**src/hdl/iprtl_pkg.sv**
```systemverilog
// shared types and constants for the ip range table lookup core
// no dependencies; used by iprtl_mem, iprtl_search and the top level
package iprtl_pkg;

	localparam int unsigned IDX_W  = 12;
	localparam int unsigned IP_W   = 32;
	localparam int unsigned PAY_W  = 32;
	localparam int unsigned CNT_W  = 13;
	localparam int unsigned S_DATA_W = 112;
	localparam int unsigned M_DATA_W = 48;

	typedef enum logic {
		OP_WRITE  = 1'b0,
		OP_LOOKUP = 1'b1
	} opcode_t;

	typedef enum logic [1:0] {
		ST_IDLE,
		ST_SEARCH,
		ST_FINISH
	} state_t;

	typedef struct packed {
		logic             found;
		logic [IDX_W-1:0] match_index;
		logic [PAY_W-1:0] match_payload;
	} result_t;

endpackage

```
**src/hdl/iprtl_search.sv**
```systemverilog
// bisection sequencer: one table probe per cycle against the registered read data
// depends on iprtl_pkg; drives the read address of iprtl_mem
module iprtl_search #(
	parameter int unsigned TABLE_DEPTH = 4096,
	parameter int unsigned AW          = 12
) (
	input  logic                        clk,
	input  logic                        arst_n,
	input  logic                        start,
	input  logic [iprtl_pkg::CNT_W-1:0] entry_count,
	input  logic [iprtl_pkg::IP_W-1:0]  ip_address,
	output logic                        idle,
	output logic [AW-1:0]               rd_addr,
	input  logic [iprtl_pkg::IP_W-1:0]  rd_start,
	input  logic [iprtl_pkg::PAY_W-1:0] rd_payload,
	input  logic                        out_free,
	output logic                        res_load,
	output iprtl_pkg::result_t          res
);

	localparam int unsigned CW = $clog2(TABLE_DEPTH + 1);

	iprtl_pkg::state_t  state_q, state_d;
	logic [CW-1:0]      lo_q, lo_d, len_q, len_d;
	logic [AW-1:0]      probe_q, probe_d;
	logic [iprtl_pkg::IP_W-1:0] ip_q;
	iprtl_pkg::result_t res_q, res_d, res_n;

	logic [CW-1:0] count;
	logic [CW-1:0] half;
	logic [CW-1:0] lo_n, len_n;
	logic          taken;

	always_comb begin
		if ({19'b0, entry_count} > 32'(TABLE_DEPTH)) begin
			count = CW'(TABLE_DEPTH);
		end else begin
			count = CW'(entry_count);
		end
	end

	always_comb begin
		half  = len_q >> 1;
		taken = (rd_start <= ip_q);
		if (taken) begin
			lo_n  = lo_q + half + CW'(1);
			len_n = len_q - half - CW'(1);
			res_n.found         = 1'b1;
			res_n.match_index   = iprtl_pkg::IDX_W'(probe_q);
			res_n.match_payload = rd_payload;
		end else begin
			lo_n  = lo_q;
			len_n = half;
			res_n = res_q;
		end
	end

	always_ff @(posedge clk or negedge arst_n) begin
		if (!arst_n) begin
			state_q <= iprtl_pkg::ST_IDLE;
			lo_q    <= '0;
			len_q   <= '0;
			probe_q <= '0;
			res_q   <= '0;
		end else begin
			state_q <= state_d;
			lo_q    <= lo_d;
			len_q   <= len_d;
			probe_q <= probe_d;
			res_q   <= res_d;
		end
	end

	always_ff @(posedge clk) begin
		if (start) begin
			ip_q <= ip_address;
		end
	end

	always_comb begin
		state_d  = state_q;
		lo_d     = lo_q;
		len_d    = len_q;
		probe_d  = probe_q;
		res_d    = res_q;
		rd_addr  = probe_q;
		res_load = 1'b0;
		res      = res_q;
		idle     = 1'b0;
		case (state_q)
			iprtl_pkg::ST_IDLE: begin
				idle    = 1'b1;
				rd_addr = AW'(count >> 1);
				if (start) begin
					lo_d    = '0;
					len_d   = count;
					probe_d = AW'(count >> 1);
					res_d   = '0;
					state_d = (count == '0) ? iprtl_pkg::ST_FINISH : iprtl_pkg::ST_SEARCH;
				end
			end
			iprtl_pkg::ST_SEARCH: begin
				res = res_n;
				if (len_n == '0) begin
					res_d = res_n;
					if (out_free) begin
						res_load = 1'b1;
						state_d  = iprtl_pkg::ST_IDLE;
					end else begin
						state_d = iprtl_pkg::ST_FINISH;
					end
				end else begin
					lo_d    = lo_n;
					len_d   = len_n;
					res_d   = res_n;
					probe_d = AW'(lo_n + (len_n >> 1));
					rd_addr = AW'(lo_n + (len_n >> 1));
				end
			end
			iprtl_pkg::ST_FINISH: begin
				if (out_free) begin
					res_load = 1'b1;
					state_d  = iprtl_pkg::ST_IDLE;
				end
			end
			default: begin
				state_d = iprtl_pkg::ST_IDLE;
			end
		endcase
	end

endmodule

```
**config.mk**
```make
export PLATFORM = sky130hd
export DESIGN_NAME = iprtl_search
export DESIGN_NICKNAME = d
export VERILOG_FILES = /design/src/hdl/iprtl_pkg.sv /design/src/hdl/iprtl_search.sv
export SDC_FILE = /design/constraint.sdc
export NUM_CORES = 1
export LEC_CHECK = 0
export ABC_AREA = 1
export BUFFER_PORTS_ARGS = -buffer_cell sky130_fd_sc_hd__buf_4
export CAP_MARGIN = 25
export CORE_ASPECT_RATIO = 2
export CORE_MARGIN = 2
export CORE_UTILIZATION = 35
export CTS_CLUSTER_DIAMETER = 80
export CTS_CLUSTER_SIZE = 14
export DETAILED_ROUTE_END_ITERATION = 8
export GPL_ROUTABILITY_DRIVEN = 1
export SLEW_MARGIN = 20
export SYNTH_ARGS = -nofsm -noshare
export SYNTH_HDL_FRONTEND = slang
export SYNTH_SLANG_ARGS = --single-unit
```
**constraint.sdc**
```tcl
create_clock -name clk -period 12.5 [get_ports clk]
set_clock_uncertainty 0.05 [all_clocks]
set_input_delay 2.5 -clock clk [delete_from_list [all_inputs] [get_ports clk]]
set_output_delay 2.5 -clock clk [all_outputs]
set_load 0.02 [all_outputs]
```
==> summary.md <==
| Metric | Value |
|---|---|
| Status | `finished clean` |
| Class of the worst hold path | `reg -> reg` |
| Reg clk slew, reported paths | `roughly 0.050 ns` |
| Via count | `8182` |
| Achievable Freq | `about 110 MHz` |
| Core area | `approximately 0.024 mm^2` |
| CTS tree | `built` |
| Starting Density | `35.4%` |
| Die Height | `226 um` |
| Worst path arrival time | `6.93 ns` |
| DIE WIDTH | `115 um` |
| Maximum VDD drop | `0.157 mV` |
| Via density | `5.05` |
| Final HPWL DP | `20.0 mm` |
| Final setup fails | `0` |
| Final core occ | `44.0%` |
| GRT Residual Overflow | `0` |
| Ports | `172` |
| Post-CTS setup buffers | `0` |
| Hold Buf Count CTS | `0` |
| Final Instance Area | `0.0107 mm^2` |
| Setup tns final | `0 ns` |
| Slew Limit Fails | `0` |
| Yosys Warn Count | `0` |
| Reg2Reg Depth | `24` |
| Worst R2R Setup Slack | `7.78 ns` |
| GRT Total Usage | `20.2%` |
| Syn_area_per_cell | `7.39 um^2` |
| # DRC | `0` |
| MaxCap Viol Count | `0` |
| Leakage | `roughly 5.4 nW` |
| Synth Cell Area | `0.00861 mm^2` |
| Dpl cell area | `slightly above 0.01 mm^2` |
| ANT cells | `0` |
| Register area share after synthesis | `35.6%` |
| Crit start category | `primary input` |
| Max FO, Critical Path | `72` |
| Crit Path Class | `in -> out` |
| Seq cells post-synth | `116` |
| Commonest non-fill, non-tap cell in the layout | `nand2_1` |
| R2R Path Start | `ip_q[23]` |
| Commonest register cell after synthesis | `dfrtp_1` |
| Non-Filler Instances | `1619` |
| WL/cell | `15.9 um` |
| Period minus WS final | `9.48 ns` |
| Die ar. | `0.0259 mm^2` |
| Power Dens Cells | `328 mW/mm^2` |
| Initial DRC count | `309` |
| CTS buffer count | `17` |
| Num Clock Sinks | `116` |
| Row cnt | `81` |
| Clock buffer depth | `2` |
| Post-route ant nets | `0` |
| Asr flop ratio synth | `72.4%` |
| Final WL | `25.7 mm` |
| RSZ-0062 raised after global routing | `no` |
| Post-CTS Resized | `0` |
| Net count after synthesis | `1350` |
| Largest net degree at the start of global routing | `102` |
| Cells after synthesis | `1165` |
| TritonRoute pass-1 iters | `4` |
| Initial antenna violation count | `0` |
| First-pass GRT wire length | `about 40 mm` |
| CTS Root Buffer Type | `clkbuf_16` |
| Placed cell count | `1587` |
| Number of synthesized flops with an enable pin | `32` |
| IO Port Bufs | `171` |
| Hold Crit Depth | `2` |
| CP Capture Type | `primary output` |
| Netlist cell types | `51` |
| Final Hold Fails | `0` |
| Routability cong. | `0.890` |
| Commonest non-fill, non-tap cells in the layout | `nand2_1, buf_4, inv_1` |
| Crit. Startpoint | `rd_start[31]` |
| CP required | `9.95 ns` |
| Layout Area Growth over Synthesis | `24.4%` |
| H-tree depth | `4` |
| Worst Tran Pin Value | `0.919 ns` |
| Vias in the first global route | `8286` |
| Max-slew headroom | `38.7%` |
| Worst setup endpoint | `rd_addr[10]` |
| Layout cells sized above 1 | `a little under a fifth` |
| Crit share post-route | `approximately 76%` |
| RR Endpoint | `probe_q[11]` |
| Nets | `~1500` |
| Worst-Skew Late Latency | `0.44 ns` |
==> power by group <==
group | internal, mW | total (mW) | switching [mW]
combinational | 0.845 | 2.38 | 1.53
clock | 0.319 | 0.513 | 0.194
sequential | 0.531 | 0.622 | 0.0916
total | 1.69 | 3.51 | 1.82
==> critical path, stage by stage <==
cell	delay [ns]
buf_4	0.11
ha_1	0.29
nand2_2	0.08
nor2_2	0.12
nand2_1	0.10
nor4_4	0.20
nand2_1	0.14
nand2_4	0.13
nand2_2	0.26
buf_4	0.36
inv_2	0.23
buf_4	0.61
nand2_1	0.17
nand2_1	0.15
ha_1	0.28
a21oi_1	0.25
nor2_1	0.06
a211oi_1	0.26
nand2_1	0.09
nand2_1	0.06
nand3_1	0.10
o2111ai_1	0.15
buf_4	0.19
==> flip-flops by register name, indices dropped and copies added, names as in the netlist <==
name,count
state_q,2
lo_q,12
res_q,45
ip_q,32
len_q,13
probe_q,12
==> synth_stat cells, types with 4 or more instances <==
master     number  area (um^2)
a21oi_1        75          375
a31oi_1         5         31.3
buf_6           5         56.3
clkbuf_1       36          135
dfrtp_1        84         2100
edfxtp_1       32          961
ha_1           69          863
inv_1         158          593
nand2_1       318         1190
nand3_1        44          220
nand3b_1        5         37.5
nand4_1         4         25.0
nor2_1         56          210
nor3_1          5         25.0
nor4_1          4         25.0
o2111ai_1       5         43.8
o211ai_1       37          278
o21ai_0       126          631
o21ai_1        14         70.1
o21ai_2         5         43.8
o21bai_1        5         37.5
xnor2_1         8         70.1
xor2_1         15          131
==> logic make-up (layout without fill, tap and decap cells) <==
family	after synthesis	after routing	share of synthesized area, %
buffers and inverters	208	372	9.60
AND/OR/NAND/NOR	457	457	22.7
AO/OA/AOI/OAI	289	289	19.1
flip-flops	116	116	35.6
XOR/XNOR	23	23	2.34
adder cells (fa/ha/maj)	72	72	10.7
==> worst min path at each step <==
stage	start	end	slack [ns]
after floorplan	res_q[0]	res_q[0]	0.40
after global placement	res_q[11]	res_q[11]	0.42
after detailed placement	res_q[14]	res_q[14]	0.42
after CTS	res_q[17]	res_q[17]	0.44
after global routing	res_q[25]	res_q[25]	0.45
final	res_q[16]	res_q[16]	0.43
==> final cells by class <==
type,instances,area [um^2]
Clock buffer,20,478
Clock inverter,12,141
Fill cell,2533,13600
Inverter,162,608
Multi-Input combinational cell,841,4720
Sequential cell,116,3060
Tap cell,290,363
Timing Repair Buffer,178,1340
==> routing by layer <==
layer / vias up / wire, um / GRT usage, %
met5: - / 0 / 0
li1: 4171 / - / -
met4: 0 / 1530 / 12.7
met2: 243 / 13900 / 38.8
met3: 66 / 1410 / 5.10
met1: 3702 / 8860 / 18.1
==> through the flow <==
| stage | hold slack, ns | power [mW] | worst slack, ns |
|---|---|---|---|
| CTS | 0.439 | 3.54 | 2.98 |
| floorplan | 0.403 | 2.28 | 4.23 |
| global placement | 0.417 | 2.98 | 3.04 |
| global route | 0.450 | 3.84 | 2.58 |
| detailed placement | 0.423 | 3.00 | 3.00 |
| finish | 0.435 | 3.51 | 3.02 |
No activity file was read; power rests on OpenSTA's default activity.
